### src/hw/rtl/hhsp_pkg.sv
`timescale 1ns / 1ps
// ----------------------------------------------------------------------------
// hhsp_pkg - shared types and helpers for the http header stream parser
// Event kinds, queue entry layout, character classes and version arithmetic.
// ----------------------------------------------------------------------------
package hhsp_pkg;

	// accumulator width for the version numbers, saturating at all ones
	localparam int VERSION_WIDTH = 16;
	localparam int QUEUE_DEPTH   = 4;
	localparam int PTR_W         = $clog2(QUEUE_DEPTH);

	// characters the parser looks for
	localparam logic [7:0] CH_H       = 8'h48;
	localparam logic [7:0] CH_T       = 8'h54;
	localparam logic [7:0] CH_P       = 8'h50;
	localparam logic [7:0] CH_SLASH   = 8'h2f;
	localparam logic [7:0] CH_CR      = 8'h0d;
	localparam logic [7:0] CH_LF      = 8'h0a;
	localparam logic [7:0] CH_COLON   = 8'h3a;
	localparam logic [7:0] CH_DOT     = 8'h2e;
	localparam logic [7:0] CH_SP      = 8'h20;
	localparam logic [7:0] CH_TAB     = 8'h09;
	localparam logic [7:0] CH_DEL     = 8'h7f;
	localparam logic [7:0] CH_CTL_MAX = 8'h1f;
	localparam logic [7:0] CH_ZERO    = 8'h30;
	localparam logic [7:0] CH_NINE    = 8'h39;
	localparam logic [7:0] CH_UP_A    = 8'h41;
	localparam logic [7:0] CH_UP_Z    = 8'h5a;
	localparam logic [7:0] CASE_BIT   = 8'h20;

	// event kinds on the output channel
	typedef enum logic [3:0] {
		KIND_METHOD_BYTE = 4'd0,
		KIND_METHOD_END  = 4'd1,
		KIND_URI_BYTE    = 4'd2,
		KIND_URI_END     = 4'd3,
		KIND_VERSION     = 4'd4,
		KIND_STATUS      = 4'd5,
		KIND_REASON_BYTE = 4'd6,
		KIND_REASON_END  = 4'd7,
		KIND_NAME_BYTE   = 4'd8,
		KIND_VALUE_BYTE  = 4'd9,
		KIND_HDR_END     = 4'd10,
		KIND_OK          = 4'd11,
		KIND_FAIL        = 4'd12
	} kind_t;

	// one queue entry: the events caused by one item, one or two of them
	typedef struct packed {
		logic        two;
		kind_t       k0;
		logic [7:0]  d0;
		logic [15:0] maj;
		logic [15:0] min;
		logic [9:0]  st;
		kind_t       k1;
		logic [7:0]  d1;
	} entry_t;

	function automatic logic is_ctl(input logic [7:0] c);
		is_ctl = (c <= CH_CTL_MAX) || (c == CH_DEL);
	endfunction

	function automatic logic is_sep(input logic [7:0] c);
		case (c) inside
			"(", ")", "<", ">", "@", ",", ";", ":", "\\", "\"",
			"/", "[", "]", "?", "=", "{", "}", CH_SP, CH_TAB: is_sep = 1'b1;
			default: is_sep = 1'b0;
		endcase
	endfunction

	function automatic logic is_token(input logic [7:0] c);
		is_token = !c[7] && !is_ctl(c) && !is_sep(c);
	endfunction

	function automatic logic is_digit(input logic [7:0] c);
		is_digit = (c >= CH_ZERO) && (c <= CH_NINE);
	endfunction

	function automatic logic is_ws(input logic [7:0] c);
		is_ws = (c == CH_SP) || (c == CH_TAB);
	endfunction

	// header names fold A-Z only
	function automatic logic [7:0] to_lower(input logic [7:0] c);
		to_lower = ((c >= CH_UP_A) && (c <= CH_UP_Z)) ? (c | CASE_BIT) : c;
	endfunction

	// acc * 10 + digit, saturating; shifts and adds stand in for the multiply
	function automatic logic [VERSION_WIDTH-1:0] ver_step(
		input logic [VERSION_WIDTH-1:0] acc,
		input logic [3:0]               dig
	);
		logic [VERSION_WIDTH+3:0] wide;
		logic [VERSION_WIDTH+3:0] lim;
		wide = ({4'd0, acc} << 3) + ({4'd0, acc} << 1) + (VERSION_WIDTH+4)'(dig);
		lim  = {4'd0, {VERSION_WIDTH{1'b1}}};
		ver_step = (wide > lim) ? {VERSION_WIDTH{1'b1}} : wide[VERSION_WIDTH-1:0];
	endfunction

endpackage

### src/hw/rtl/hhsp_queue.sv
`timescale 1ns / 1ps
// ----------------------------------------------------------------------------
// hhsp_queue - short event queue between parser front and emitter back
// Holds per-item event groups so that each side may stall on its own.
// ----------------------------------------------------------------------------
module hhsp_queue
	import hhsp_pkg::*;
(
	input  logic   clk,
	input  logic   arst_n,
	input  logic   push,
	input  entry_t push_entry,
	output logic   full,
	input  logic   pop,
	output entry_t head_entry,
	output logic   head_valid
);

	entry_t             mem_q [QUEUE_DEPTH];
	logic [PTR_W-1:0]   wr_ptr_q;
	logic [PTR_W-1:0]   rd_ptr_q;
	logic [PTR_W:0]     count_q;
	logic               do_push;
	logic               do_pop;

	assign full       = (count_q == (PTR_W+1)'(QUEUE_DEPTH));
	assign head_valid = (count_q != '0);
	assign head_entry = mem_q[rd_ptr_q];
	assign do_push    = push && !full;
	assign do_pop     = pop && head_valid;

	function automatic logic [PTR_W-1:0] ptr_next(input logic [PTR_W-1:0] p);
		ptr_next = (p == PTR_W'(QUEUE_DEPTH-1)) ? '0 : p + 1'b1;
	endfunction

	// entry storage
	always_ff @(posedge clk) begin
		if (do_push) begin
			mem_q[wr_ptr_q] <= push_entry;
		end
	end

	// pointers and fill level
	always_ff @(posedge clk or negedge arst_n) begin
		if (!arst_n) begin
			wr_ptr_q <= '0;
			rd_ptr_q <= '0;
			count_q  <= '0;
		end else begin
			if (do_push) begin
				wr_ptr_q <= ptr_next(wr_ptr_q);
			end
			if (do_pop) begin
				rd_ptr_q <= ptr_next(rd_ptr_q);
			end
			if (do_push && !do_pop) begin
				count_q <= count_q + 1'b1;
			end else if (do_pop && !do_push) begin
				count_q <= count_q - 1'b1;
			end
		end
	end

endmodule

### src/hw/rtl/hhsp_front.sv
`timescale 1ns / 1ps
// ----------------------------------------------------------------------------
// hhsp_front - byte classifier and parse state machine
// Takes one byte per item, advances the parse state and queues its events.
// ----------------------------------------------------------------------------
module hhsp_front
	import hhsp_pkg::*;
(
	input  logic       clk,
	input  logic       arst_n,
	input  logic       accept,
	input  logic [7:0] byte_in,
	input  logic       restart,
	input  logic       parse_mode,
	output logic       push,
	output entry_t     push_entry
);

	typedef enum logic [26:0] {
		S_METHOD_START = 27'd1 << 0,
		S_METHOD       = 27'd1 << 1,
		S_URI_START    = 27'd1 << 2,
		S_URI          = 27'd1 << 3,
		S_VER_H        = 27'd1 << 4,
		S_VER_T1       = 27'd1 << 5,
		S_VER_T2       = 27'd1 << 6,
		S_VER_P        = 27'd1 << 7,
		S_VER_SLASH    = 27'd1 << 8,
		S_MAJ_START    = 27'd1 << 9,
		S_MAJ          = 27'd1 << 10,
		S_MIN_START    = 27'd1 << 11,
		S_MIN_REQ      = 27'd1 << 12,
		S_MIN_RESP     = 27'd1 << 13,
		S_ST1          = 27'd1 << 14,
		S_ST2          = 27'd1 << 15,
		S_ST3          = 27'd1 << 16,
		S_ST_SP        = 27'd1 << 17,
		S_REASON       = 27'd1 << 18,
		S_START_LF     = 27'd1 << 19,
		S_HDR_START    = 27'd1 << 20,
		S_NAME         = 27'd1 << 21,
		S_FIRST_LWS    = 27'd1 << 22,
		S_VALUE        = 27'd1 << 23,
		S_LWS_IN       = 27'd1 << 24,
		S_HDR_LF       = 27'd1 << 25,
		S_HEADERS_LF   = 27'd1 << 26
	} state_t;

	state_t                   state_q;
	logic                     mode_q;
	logic [VERSION_WIDTH-1:0] maj_q;
	logic [VERSION_WIDTH-1:0] min_q;
	logic [9:0]               st_q;
	logic                     pend_q;
	logic                     sent_q;
	logic                     seen_q;
	logic                     done_q;

	state_t                   cur_state, nxt_state;
	logic                     cur_mode;
	logic [VERSION_WIDTH-1:0] cur_maj, nxt_maj;
	logic [VERSION_WIDTH-1:0] cur_min, nxt_min;
	logic [9:0]               cur_st, nxt_st;
	logic                     cur_pend, nxt_pend;
	logic                     cur_sent, nxt_sent;
	logic                     cur_seen, nxt_seen;
	logic                     cur_done, nxt_done;
	logic                     has_ev;
	entry_t                   ent;
	kind_t                    main_k;
	logic [7:0]               main_d;
	logic                     main_fail;
	logic [3:0]               dig;

	assign dig = byte_in[3:0];

	// view of the state after an optional restart
	always_comb begin
		if (restart) begin
			cur_mode  = parse_mode;
			cur_state = parse_mode ? S_VER_H : S_METHOD_START;
			cur_maj   = '0;
			cur_min   = '0;
			cur_st    = '0;
			cur_pend  = 1'b0;
			cur_sent  = 1'b0;
			cur_seen  = 1'b0;
			cur_done  = 1'b0;
		end else begin
			cur_mode  = mode_q;
			cur_state = state_q;
			cur_maj   = maj_q;
			cur_min   = min_q;
			cur_st    = st_q;
			cur_pend  = pend_q;
			cur_sent  = sent_q;
			cur_seen  = seen_q;
			cur_done  = done_q;
		end
	end

	// parse step: next state and the events this byte causes
	always_comb begin
		nxt_state = cur_state;
		nxt_maj   = cur_maj;
		nxt_min   = cur_min;
		nxt_st    = cur_st;
		nxt_pend  = cur_pend;
		nxt_sent  = cur_sent;
		nxt_seen  = cur_seen;
		nxt_done  = cur_done;
		has_ev    = 1'b0;
		ent       = '0;
		main_k    = KIND_REASON_BYTE;
		main_d    = '0;
		main_fail = 1'b0;

		if (!cur_done) begin
			unique case (cur_state)
				S_METHOD_START: begin
					if (is_token(byte_in)) begin
						has_ev = 1'b1; ent.k0 = KIND_METHOD_BYTE; ent.d0 = byte_in;
						nxt_state = S_METHOD;
					end else begin
						has_ev = 1'b1; ent.k0 = KIND_FAIL; ent.d0 = byte_in;
						nxt_done = 1'b1;
					end
				end
				S_METHOD: begin
					if (byte_in == CH_SP) begin
						has_ev = 1'b1; ent.k0 = KIND_METHOD_END;
						nxt_state = S_URI_START;
					end else if (is_token(byte_in)) begin
						has_ev = 1'b1; ent.k0 = KIND_METHOD_BYTE; ent.d0 = byte_in;
					end else begin
						has_ev = 1'b1; ent.k0 = KIND_FAIL; ent.d0 = byte_in;
						nxt_done = 1'b1;
					end
				end
				S_URI_START: begin
					has_ev = 1'b1;
					if (!is_ctl(byte_in)) begin
						ent.k0 = KIND_URI_BYTE; ent.d0 = byte_in;
						nxt_state = S_URI;
					end else begin
						ent.k0 = KIND_FAIL; ent.d0 = byte_in;
						nxt_done = 1'b1;
					end
				end
				S_URI: begin
					has_ev = 1'b1;
					if (byte_in == CH_SP) begin
						ent.k0 = KIND_URI_END;
						nxt_state = S_VER_H;
					end else if (is_ctl(byte_in)) begin
						ent.k0 = KIND_FAIL; ent.d0 = byte_in;
						nxt_done = 1'b1;
					end else begin
						ent.k0 = KIND_URI_BYTE; ent.d0 = byte_in;
					end
				end
				S_VER_H, S_VER_T1, S_VER_T2, S_VER_P, S_VER_SLASH: begin
					if ((cur_state == S_VER_H     && byte_in == CH_H) ||
					    (cur_state == S_VER_T1    && byte_in == CH_T) ||
					    (cur_state == S_VER_T2    && byte_in == CH_T) ||
					    (cur_state == S_VER_P     && byte_in == CH_P) ||
					    (cur_state == S_VER_SLASH && byte_in == CH_SLASH)) begin
						nxt_state = state_t'({cur_state[25:0], 1'b0});
					end else begin
						has_ev = 1'b1; ent.k0 = KIND_FAIL; ent.d0 = byte_in;
						nxt_done = 1'b1;
					end
				end
				S_MAJ_START: begin
					if (is_digit(byte_in)) begin
						nxt_maj   = VERSION_WIDTH'(dig);
						nxt_state = S_MAJ;
					end else begin
						has_ev = 1'b1; ent.k0 = KIND_FAIL; ent.d0 = byte_in;
						nxt_done = 1'b1;
					end
				end
				S_MAJ: begin
					if (byte_in == CH_DOT) begin
						nxt_state = S_MIN_START;
					end else if (is_digit(byte_in)) begin
						nxt_maj = ver_step(cur_maj, dig);
					end else begin
						has_ev = 1'b1; ent.k0 = KIND_FAIL; ent.d0 = byte_in;
						nxt_done = 1'b1;
					end
				end
				S_MIN_START: begin
					if (is_digit(byte_in)) begin
						nxt_min   = VERSION_WIDTH'(dig);
						nxt_state = cur_mode ? S_MIN_RESP : S_MIN_REQ;
					end else begin
						has_ev = 1'b1; ent.k0 = KIND_FAIL; ent.d0 = byte_in;
						nxt_done = 1'b1;
					end
				end
				S_MIN_REQ, S_MIN_RESP: begin
					if ((cur_state == S_MIN_REQ  && byte_in == CH_CR) ||
					    (cur_state == S_MIN_RESP && byte_in == CH_SP)) begin
						has_ev  = 1'b1;
						ent.k0  = KIND_VERSION;
						ent.maj = 16'(cur_maj);
						ent.min = 16'(cur_min);
						nxt_maj = '0;
						nxt_min = '0;
						nxt_state = (cur_state == S_MIN_REQ) ? S_START_LF : S_ST1;
					end else if (is_digit(byte_in)) begin
						nxt_min = ver_step(cur_min, dig);
					end else begin
						has_ev = 1'b1; ent.k0 = KIND_FAIL; ent.d0 = byte_in;
						nxt_done = 1'b1;
					end
				end
				S_ST1, S_ST2, S_ST3: begin
					if (is_digit(byte_in)) begin
						// at most two digits held before the third, so this stays below 1000
						nxt_st    = 10'((cur_st << 3) + (cur_st << 1) + 10'(dig));
						nxt_state = state_t'({cur_state[25:0], 1'b0});
					end else begin
						has_ev = 1'b1; ent.k0 = KIND_FAIL; ent.d0 = byte_in;
						nxt_done = 1'b1;
					end
				end
				S_ST_SP: begin
					if (byte_in == CH_SP) begin
						nxt_state = S_REASON;
					end else begin
						has_ev = 1'b1; ent.k0 = KIND_FAIL; ent.d0 = byte_in;
						nxt_done = 1'b1;
					end
				end
				S_REASON: begin
					// main event of the byte, preceded by the status once per message
					if (byte_in == CH_CR) begin
						main_k = KIND_REASON_END;
						nxt_state = S_START_LF;
					end else if (is_ws(byte_in) || !is_ctl(byte_in)) begin
						main_k = KIND_REASON_BYTE; main_d = byte_in;
					end else begin
						main_k = KIND_FAIL; main_d = byte_in; main_fail = 1'b1;
					end
					has_ev = 1'b1;
					if (!cur_sent) begin
						ent.k0   = KIND_STATUS;
						ent.st   = cur_st;
						ent.two  = 1'b1;
						ent.k1   = main_k;
						ent.d1   = main_d;
						nxt_sent = 1'b1;
						nxt_st   = '0;
					end else begin
						ent.k0 = main_k;
						ent.d0 = main_d;
					end
					if (main_fail) begin
						nxt_done = 1'b1;
					end
				end
				S_START_LF, S_HDR_LF: begin
					if (byte_in == CH_LF) begin
						nxt_state = S_HDR_START;
					end else begin
						has_ev = 1'b1; ent.k0 = KIND_FAIL; ent.d0 = byte_in;
						nxt_done = 1'b1;
					end
				end
				S_HDR_START: begin
					if (byte_in == CH_CR) begin
						has_ev   = cur_pend;
						ent.k0   = KIND_HDR_END;
						nxt_pend = 1'b0;
						nxt_state = S_HEADERS_LF;
					end else if (cur_pend && is_ws(byte_in)) begin
						nxt_state = S_LWS_IN;
					end else if (is_token(byte_in)) begin
						has_ev = 1'b1;
						if (cur_pend) begin
							ent.k0  = KIND_HDR_END;
							ent.two = 1'b1;
							ent.k1  = KIND_NAME_BYTE;
							ent.d1  = to_lower(byte_in);
						end else begin
							ent.k0 = KIND_NAME_BYTE;
							ent.d0 = to_lower(byte_in);
						end
						nxt_pend  = 1'b1;
						nxt_seen  = 1'b0;
						nxt_state = S_NAME;
					end else begin
						has_ev = 1'b1; ent.k0 = KIND_FAIL; ent.d0 = byte_in;
						nxt_done = 1'b1;
					end
				end
				S_NAME: begin
					if (byte_in == CH_COLON) begin
						nxt_state = S_FIRST_LWS;
					end else if (is_token(byte_in)) begin
						has_ev = 1'b1; ent.k0 = KIND_NAME_BYTE; ent.d0 = to_lower(byte_in);
					end else begin
						has_ev = 1'b1; ent.k0 = KIND_FAIL; ent.d0 = byte_in;
						nxt_done = 1'b1;
					end
				end
				S_FIRST_LWS, S_VALUE: begin
					// leading blanks are skipped before the first value byte
					if (byte_in == CH_CR) begin
						nxt_state = S_HDR_LF;
					end else if (is_ws(byte_in)) begin
						if (cur_state == S_VALUE) begin
							nxt_state = S_LWS_IN;
						end
					end else if (is_ctl(byte_in)) begin
						has_ev = 1'b1; ent.k0 = KIND_FAIL; ent.d0 = byte_in;
						nxt_done = 1'b1;
					end else begin
						has_ev = 1'b1; ent.k0 = KIND_VALUE_BYTE; ent.d0 = byte_in;
						nxt_seen  = 1'b1;
						nxt_state = S_VALUE;
					end
				end
				S_LWS_IN: begin
					// a run of blanks or a fold collapses to one space
					if (byte_in == CH_CR) begin
						nxt_state = S_HDR_LF;
					end else if (is_ws(byte_in)) begin
						nxt_state = S_LWS_IN;
					end else if (!is_ctl(byte_in)) begin
						has_ev = 1'b1;
						if (cur_seen) begin
							ent.k0  = KIND_VALUE_BYTE;
							ent.d0  = CH_SP;
							ent.two = 1'b1;
							ent.k1  = KIND_VALUE_BYTE;
							ent.d1  = byte_in;
						end else begin
							ent.k0 = KIND_VALUE_BYTE;
							ent.d0 = byte_in;
						end
						nxt_seen  = 1'b1;
						nxt_state = S_VALUE;
					end else begin
						has_ev = 1'b1; ent.k0 = KIND_FAIL; ent.d0 = byte_in;
						nxt_done = 1'b1;
					end
				end
				S_HEADERS_LF: begin
					has_ev   = 1'b1;
					nxt_done = 1'b1;
					if (byte_in == CH_LF) begin
						ent.k0 = KIND_OK;
					end else begin
						ent.k0 = KIND_FAIL; ent.d0 = byte_in;
					end
				end
				default: begin
					has_ev = 1'b1; ent.k0 = KIND_FAIL; ent.d0 = byte_in;
					nxt_done = 1'b1;
				end
			endcase
		end
	end

	assign push       = accept && has_ev;
	assign push_entry = ent;

	// parser state
	always_ff @(posedge clk or negedge arst_n) begin
		if (!arst_n) begin
			state_q <= S_METHOD_START;
			mode_q  <= 1'b0;
			maj_q   <= '0;
			min_q   <= '0;
			st_q    <= '0;
			pend_q  <= 1'b0;
			sent_q  <= 1'b0;
			seen_q  <= 1'b0;
			done_q  <= 1'b0;
		end else if (accept) begin
			state_q <= nxt_state;
			mode_q  <= cur_mode;
			maj_q   <= nxt_maj;
			min_q   <= nxt_min;
			st_q    <= nxt_st;
			pend_q  <= nxt_pend;
			sent_q  <= nxt_sent;
			seen_q  <= nxt_seen;
			done_q  <= nxt_done;
		end
	end

endmodule

### src/hw/rtl/hhsp_back.sv
`timescale 1ns / 1ps
// ----------------------------------------------------------------------------
// hhsp_back - event emitter
// Unpacks queued event groups into single output items with a result register.
// ----------------------------------------------------------------------------
module hhsp_back
	import hhsp_pkg::*;
(
	input  logic        clk,
	input  logic        arst_n,
	input  entry_t      head_entry,
	input  logic        head_valid,
	output logic        pop,
	output logic        event_valid,
	input  logic        event_stall,
	output logic [3:0]  kind,
	output logic [7:0]  data_byte,
	output logic [15:0] major_version,
	output logic [15:0] minor_version,
	output logic [9:0]  status_code,
	output logic        last_of_run
);

	logic        valid_q;
	logic        sel_q;
	logic [3:0]  kind_q;
	logic [7:0]  data_q;
	logic [15:0] maj_q;
	logic [15:0] min_q;
	logic [9:0]  st_q;
	logic        last_q;
	logic        load;
	logic        is_last;

	// output register is free when empty or being taken
	assign load    = head_valid && (!valid_q || !event_stall);
	assign is_last = !head_entry.two || sel_q;
	assign pop     = load && is_last;

	// control
	always_ff @(posedge clk or negedge arst_n) begin
		if (!arst_n) begin
			valid_q <= 1'b0;
			sel_q   <= 1'b0;
		end else begin
			if (load) begin
				valid_q <= 1'b1;
				sel_q   <= !is_last;
			end else if (!event_stall) begin
				valid_q <= 1'b0;
			end
		end
	end

	// payload, numbers ride only on the first event of a group
	always_ff @(posedge clk) begin
		if (load) begin
			kind_q <= sel_q ? head_entry.k1 : head_entry.k0;
			data_q <= sel_q ? head_entry.d1 : head_entry.d0;
			maj_q  <= sel_q ? 16'd0 : head_entry.maj;
			min_q  <= sel_q ? 16'd0 : head_entry.min;
			st_q   <= sel_q ? 10'd0 : head_entry.st;
			last_q <= is_last;
		end
	end

	assign event_valid   = valid_q;
	assign kind          = kind_q;
	assign data_byte     = data_q;
	assign major_version = maj_q;
	assign minor_version = min_q;
	assign status_code   = st_q;
	assign last_of_run   = last_q;

endmodule

### src/hw/rtl/http_header_stream_parser.sv
`timescale 1ns / 1ps
// ----------------------------------------------------------------------------
// http_header_stream_parser - HTTP/1.1 start line and header parser
// Byte-per-item parser streaming tagged events for method, URI, version,
// status, reason, header names and values, and the message outcome.
//
//  channel | handshake                    | payload
//  --------+------------------------------+------------------------------------
//  byte    | byte_valid / byte_stall      | byte_in, restart
//  event   | event_valid / event_stall    | kind, data_byte, major_version,
//          |                              | minor_version, status_code,
//          |                              | last_of_run
//  config  | psel, penable, pwrite, pready| paddr, pwdata, prdata
//
// One byte is parsed per cycle by the front state machine while byte_stall
// is low; its one or two events enter a four-entry queue and leave through
// the output register at one event per cycle while event_stall is low, so
// the two events of a byte are offered one after the other. A byte's first
// event passes through the queue and then the output register.
// Reset clears all parser state to the request start with no clearing pass.
// byte_stall rises only while the event queue is full.
// ----------------------------------------------------------------------------
module http_header_stream_parser
	import hhsp_pkg::*;
(
	input  logic        clk,
	input  logic        arst_n,
	input  logic        byte_valid,
	output logic        byte_stall,
	input  logic [7:0]  byte_in,
	input  logic        restart,
	output logic        event_valid,
	input  logic        event_stall,
	output logic [3:0]  kind,
	output logic [7:0]  data_byte,
	output logic [15:0] major_version,
	output logic [15:0] minor_version,
	output logic [9:0]  status_code,
	output logic        last_of_run,
	input  logic        psel,
	input  logic        penable,
	input  logic        pwrite,
	input  logic [2:0]  paddr,
	input  logic [31:0] pwdata,
	output logic [31:0] prdata,
	output logic        pready
);

	logic   parse_mode_q;
	logic   accept;
	logic   push;
	entry_t push_entry;
	logic   full;
	logic   pop;
	entry_t head_entry;
	logic   head_valid;

	// configuration register, word 0 only
	assign pready = 1'b1;
	assign prdata = (paddr[2] == 1'b0) ? {31'd0, parse_mode_q} : 32'd0;

	always_ff @(posedge clk or negedge arst_n) begin
		if (!arst_n) begin
			parse_mode_q <= 1'b0;
		end else if (psel && penable && pwrite && (paddr[2] == 1'b0)) begin
			parse_mode_q <= pwdata[0];
		end
	end

	// input handshake
	assign byte_stall = full;
	assign accept     = byte_valid && !full;

	hhsp_front u_front (
		.clk        (clk),
		.arst_n     (arst_n),
		.accept     (accept),
		.byte_in    (byte_in),
		.restart    (restart),
		.parse_mode (parse_mode_q),
		.push       (push),
		.push_entry (push_entry)
	);

	hhsp_queue u_queue (
		.clk        (clk),
		.arst_n     (arst_n),
		.push       (push),
		.push_entry (push_entry),
		.full       (full),
		.pop        (pop),
		.head_entry (head_entry),
		.head_valid (head_valid)
	);

	hhsp_back u_back (
		.clk           (clk),
		.arst_n        (arst_n),
		.head_entry    (head_entry),
		.head_valid    (head_valid),
		.pop           (pop),
		.event_valid   (event_valid),
		.event_stall   (event_stall),
		.kind          (kind),
		.data_byte     (data_byte),
		.major_version (major_version),
		.minor_version (minor_version),
		.status_code   (status_code),
		.last_of_run   (last_of_run)
	);

endmodule

### config.mk
export PLATFORM = sky130hd
export DESIGN_NAME = http_header_stream_parser
export DESIGN_NICKNAME = d
export VERILOG_FILES = /design/src/hw/rtl/hhsp_pkg.sv /design/src/hw/rtl/hhsp_queue.sv /design/src/hw/rtl/hhsp_front.sv /design/src/hw/rtl/hhsp_back.sv /design/src/hw/rtl/http_header_stream_parser.sv
export SDC_FILE = /design/constraint.sdc
export NUM_CORES = 1
export LEC_CHECK = 0
export BUFFER_PORTS_ARGS = -buffer_cell sky130_fd_sc_hd__buf_2
export CORE_MARGIN = 8
export CORE_UTILIZATION = 50
export DETAILED_ROUTE_END_ITERATION = 7
export PLACE_DENSITY = 0.67
export SETUP_SLACK_MARGIN = 0.2
export SYNTH_ARGS = -nofsm -noshare
export SYNTH_HDL_FRONTEND = slang
export SYNTH_SLANG_ARGS = --single-unit
### constraint.sdc
create_clock -name clk -period 7.2 [get_ports clk]
set_input_delay 1.08 -clock clk [delete_from_list [all_inputs] [get_ports clk]]
set_output_delay 1.08 -clock clk [all_outputs]
set_load 0.005 [all_outputs]
==> implementation parameters <==
Parameter                              Value

Status
  Result of the run    completed

STA
  Setup total negative slack    0 ns
  Unrepaired setup endpoints after global routing    no
  Slew HR    about 28%
  Worst-case setup margin in the final layout    ~2.2 ns
  Number of hold violations in the final report    0
  Final-report setup violation count    0
  Pins over their slew limit    0
  Post-Route Skew    between 0.015 and 0.02 ns
  Shortest period the worst path allows    around 5 ns
  Worst-Margin Slew    about 1.1 ns
  Final clock period utilization by the worst path    68.8%
  Maximum operating frequency    approximately 200 MHz

Drt
  Count of vias placed by the detailed router    between 15000 and 20000
  DRC violation total after the first TritonRoute iteration    between 1500 and 2000
  Routed vias/inst    just over 6
  DR pass1 iterations    8
  Final routed wire length divided by cell count    23.3 microns
  Antenna Violating Nets Remaining    0
  Wirelength, routed    57.6 mm
  Drt drc    0

Placement
  Routability congestion estimate    0.953
  Half-perimeter wire length after placement    about 39 mm
  Placed Cells incl. Taps    approximately 2400
  Worst setup slack after placement    between 1.5 and 2 ns
  DP Area    22800 sq um
  Count of buffers inserted at the top-level ports    75

Clock tree
  Clock tree from TritonCTS    yes
  Cell chosen for the clock root    sky130_fd_sc_hd__clkbuf_16
  # resized after CTS    0
  Number of buffers inserted by hold repair at cts    0
  TritonCTS sink count    between 400 and 500
  CTS HTree Levels    2
  Max Root-Sink Buffers    3
  Clock-pin slew on the worst setup and hold paths    around 0.070 ns
  CTS buffer count    43
  # Post-CTS Setup Buffers    0
  Clock latency at the later pin of the worst-skew pair    about 0.58 ns

Layout
  Combined flip-flop and latch cell area    11800 sq um
  Multi-input logic area    ~9500 sq um
  Leading cell types in the layout, fill and taps excluded    323 x sky130_fd_sc_hd__edfxtp_1, 138 x sky130_fd_sc_hd__nand2_1, 114 x sky130_fd_sc_hd__nor2_1
  Cell area after layout    about 24000 sq um
  Number of diodes    0
  Total of fill cells in the finished design    approximately 3600
  Fraction of layout cells with a size suffix above 1    16.5%
  Post-layout nets    a little under 2000
  Number of standard cells in the layout, taps in and fillers out    approximately 2500
  Area growth from synthesis to final layout    11.0%
  Most common library cell in the layout ignoring fill and taps    sky130_fd_sc_hd__edfxtp_1

Worst setup path
  Register-to-register setup slack    roughly 2.3 ns
  Crit path kind    in -> reg
  Critical path capture point type    flip-flop
  Beginning of the worst register-to-register path    u_front.state_q[9]
  Critical R2R Capture    u_queue.mem_q[3][38]
  Startpoint type of the worst setup path    input port
  Worst endpoint required time    ~7.4 ns
  Capturing instance or port of the critical path    u_queue.mem_q[3][38]
  CP arrival    about 5.2 ns
  CP Max Fanout    78
  Register-to-Register Path Depth    9
  Launch point of the critical path    restart

Flow run
  Max Cap Viol    0

Floorplanning
  Top-level port count    roughly 140
  Core area    roughly 43000 sq um
  FP Rows    between 70 and 80
  Die Ht    225 microns
  Initial Util    between 50% and 60%
  Horizontal extent of the die    225 microns
  Floorplan die area    ~51000 sq um

GRT
  Antenna violations before repair    3
  Vias in the first global route    roughly 15000
  Wire length of the first global-routing pass    around 88 mm
  Grt total ovfl    0
  Pin count of the biggest net entering global routing    79
  Total GRT Usage    about 22%

Logic synthesis
  Synth async-reset ratio    ~21%
  Synth unique cells    98
  Yosys warning count    0
  Sequential area share after synthesis    a little over half
  Post-synthesis area per instance    around 12 sq um
  Synthesized flop and latch total    407
  Netlist area before placement    approximately 22000 sq um
  Most instantiated flip-flop cell in the synthesis netlist    sky130_fd_sc_hd__edfxtp_1
  Number of instances in the synthesized netlist    ~1800
  Number of enable-type register cells in the synthesized netlist    323

Pwr
  Power density over the cells    304 nW/um^2
  Leakage power    9.25 nW
  Final Power    7.39 mW
  Worst VDD drop    around 0.23 mV

Hold path
  Class of the worst hold path    in -> async
==> cell families after synthesis <==
logic type      share of synthesized area, %
simple gates                            14.9
compound gates                          12.8
mux                                     8.06
buf+inv                                 3.32
xor+xnor                                1.68
flops                                   54.0
other cells                           0.0343
fa+ha+maj                               5.24
==> metrics by stage <==
stage / util [%] / hold slack [ns]
3_3_place_gp: 52.9 / 0.446
4_1_cts: 56.2 / 0.398
5_1_grt: 56.2 / 0.421
6_report: 56.2 / 0.419
3_5_place_dp: 52.9 / 0.449
2_1_floorplan: - / 0.431
==> layer usage <==
layer  track usage [%]  vias to the layer above  wire length [microns]
li1                  -                     6959                      -
met3              4.03                      133                   4290
met1              31.1                     7642                  25000
met2              35.4                      586                  26200
met4              7.76                        6                   2010
met5                 0                        -                     34
==> power by group <==
part           total (mW)  switching [mW]  internal, mW
Clock                2.25           0.959          1.29
Sequential           3.24           0.184          3.05
Combinational        1.91            1.08         0.829
==> how the worst min path moves through the flow <==
stage | endpoint | slack, ns | cells after the start
5_1_grt | u_front.state_q[26] | 0.42 | 1
6_report | u_front.state_q[26] | 0.42 | 1
3_3_place_gp | u_front.maj_q[10] | 0.45 | 2
4_1_cts | u_front.state_q[20] | 0.40 | 1
3_5_place_dp | u_front.maj_q[10] | 0.45 | 2
2_1_floorplan | u_front.maj_q[10] | 0.43 | 2
==> cell type report <==
class	instances	area share [%]
Clock inverter	33	1.44
Sequential cell	407	48.6
Multi-Input combinational cell	1256	39.1
Clock buffer	45	4.46
Timing Repair Buffer	109	2.87
Tap cell	585	3.01
Inverter	33	0.510
==> critical path, stage by stage <==
cell,delay [ns]
sky130_fd_sc_hd__buf_2,0.15
sky130_fd_sc_hd__buf_12,0.23
sky130_fd_sc_hd__nor4_4,0.41
sky130_fd_sc_hd__nand3b_1,0.53
sky130_fd_sc_hd__nor4_4,0.62
sky130_fd_sc_hd__a22o_1,0.27
sky130_fd_sc_hd__and3_1,0.38
sky130_fd_sc_hd__a21oi_1,0.18
sky130_fd_sc_hd__a31oi_4,0.37
sky130_fd_sc_hd__and2_2,0.47
sky130_fd_sc_hd__buf_12,0.34
==> state kept, by name, summed over array words and instances (netlist names), 3 cells and up <==
| register | cells |
|---|---|
| u_queue.mem_q | 268 |
| u_front.state_q | 27 |
| u_back.major_version | 16 |
| u_back.minor_version | 16 |
| u_front.maj_q | 16 |
| u_front.min_q | 16 |
| u_back.status_code | 10 |
| u_front.st_q | 10 |
| u_back.data_byte | 8 |
| u_back.kind | 4 |
| u_queue.count_q | 3 |
==> synthesized netlist by cell type (8+ instances only) <==
| cell type | n | area (sq um) |
|---|---|---|
| sky130_fd_sc_hd__a211o_1 | 8 | 70.1 |
| sky130_fd_sc_hd__a211oi_1 | 16 | 120 |
| sky130_fd_sc_hd__a21o_1 | 23 | 173 |
| sky130_fd_sc_hd__a21oi_1 | 76 | 380 |
| sky130_fd_sc_hd__a22o_1 | 9 | 78.8 |
| sky130_fd_sc_hd__a22oi_1 | 10 | 75.1 |
| sky130_fd_sc_hd__a31oi_1 | 23 | 144 |
| sky130_fd_sc_hd__and2_1 | 38 | 238 |
| sky130_fd_sc_hd__and3_1 | 26 | 163 |
| sky130_fd_sc_hd__buf_1 | 16 | 60.1 |
| sky130_fd_sc_hd__buf_2 | 13 | 65.1 |
| sky130_fd_sc_hd__buf_4 | 33 | 248 |
| sky130_fd_sc_hd__clkbuf_1 | 61 | 229 |
| sky130_fd_sc_hd__dfrtp_1 | 83 | 2080 |
| sky130_fd_sc_hd__edfxtp_1 | 323 | 9700 |
| sky130_fd_sc_hd__ha_1 | 82 | 1030 |
| sky130_fd_sc_hd__inv_1 | 33 | 124 |
| sky130_fd_sc_hd__mux2_2 | 19 | 214 |
| sky130_fd_sc_hd__mux4_2 | 67 | 1510 |
| sky130_fd_sc_hd__nand2_1 | 138 | 518 |
| sky130_fd_sc_hd__nand2b_1 | 13 | 81.3 |
| sky130_fd_sc_hd__nand3_1 | 32 | 160 |
| sky130_fd_sc_hd__nand4_1 | 14 | 87.6 |
| sky130_fd_sc_hd__nor2_1 | 114 | 428 |
| sky130_fd_sc_hd__nor2b_1 | 89 | 557 |
| sky130_fd_sc_hd__nor3_1 | 38 | 190 |
| sky130_fd_sc_hd__nor3b_1 | 9 | 67.6 |
| sky130_fd_sc_hd__nor4_1 | 22 | 138 |
| sky130_fd_sc_hd__o211ai_1 | 24 | 180 |
| sky130_fd_sc_hd__o21a_1 | 9 | 67.6 |
| sky130_fd_sc_hd__o21ai_0 | 84 | 420 |
| sky130_fd_sc_hd__o21bai_1 | 13 | 97.6 |
| sky130_fd_sc_hd__o221ai_1 | 10 | 87.6 |
| sky130_fd_sc_hd__o31ai_1 | 9 | 67.6 |
| sky130_fd_sc_hd__or3_1 | 10 | 62.6 |
| sky130_fd_sc_hd__or4_1 | 9 | 67.6 |
| sky130_fd_sc_hd__xnor2_1 | 26 | 228 |
| sky130_fd_sc_hd__xor2_1 | 16 | 140 |
No activity file was read; power rests on OpenSTA's default activity.
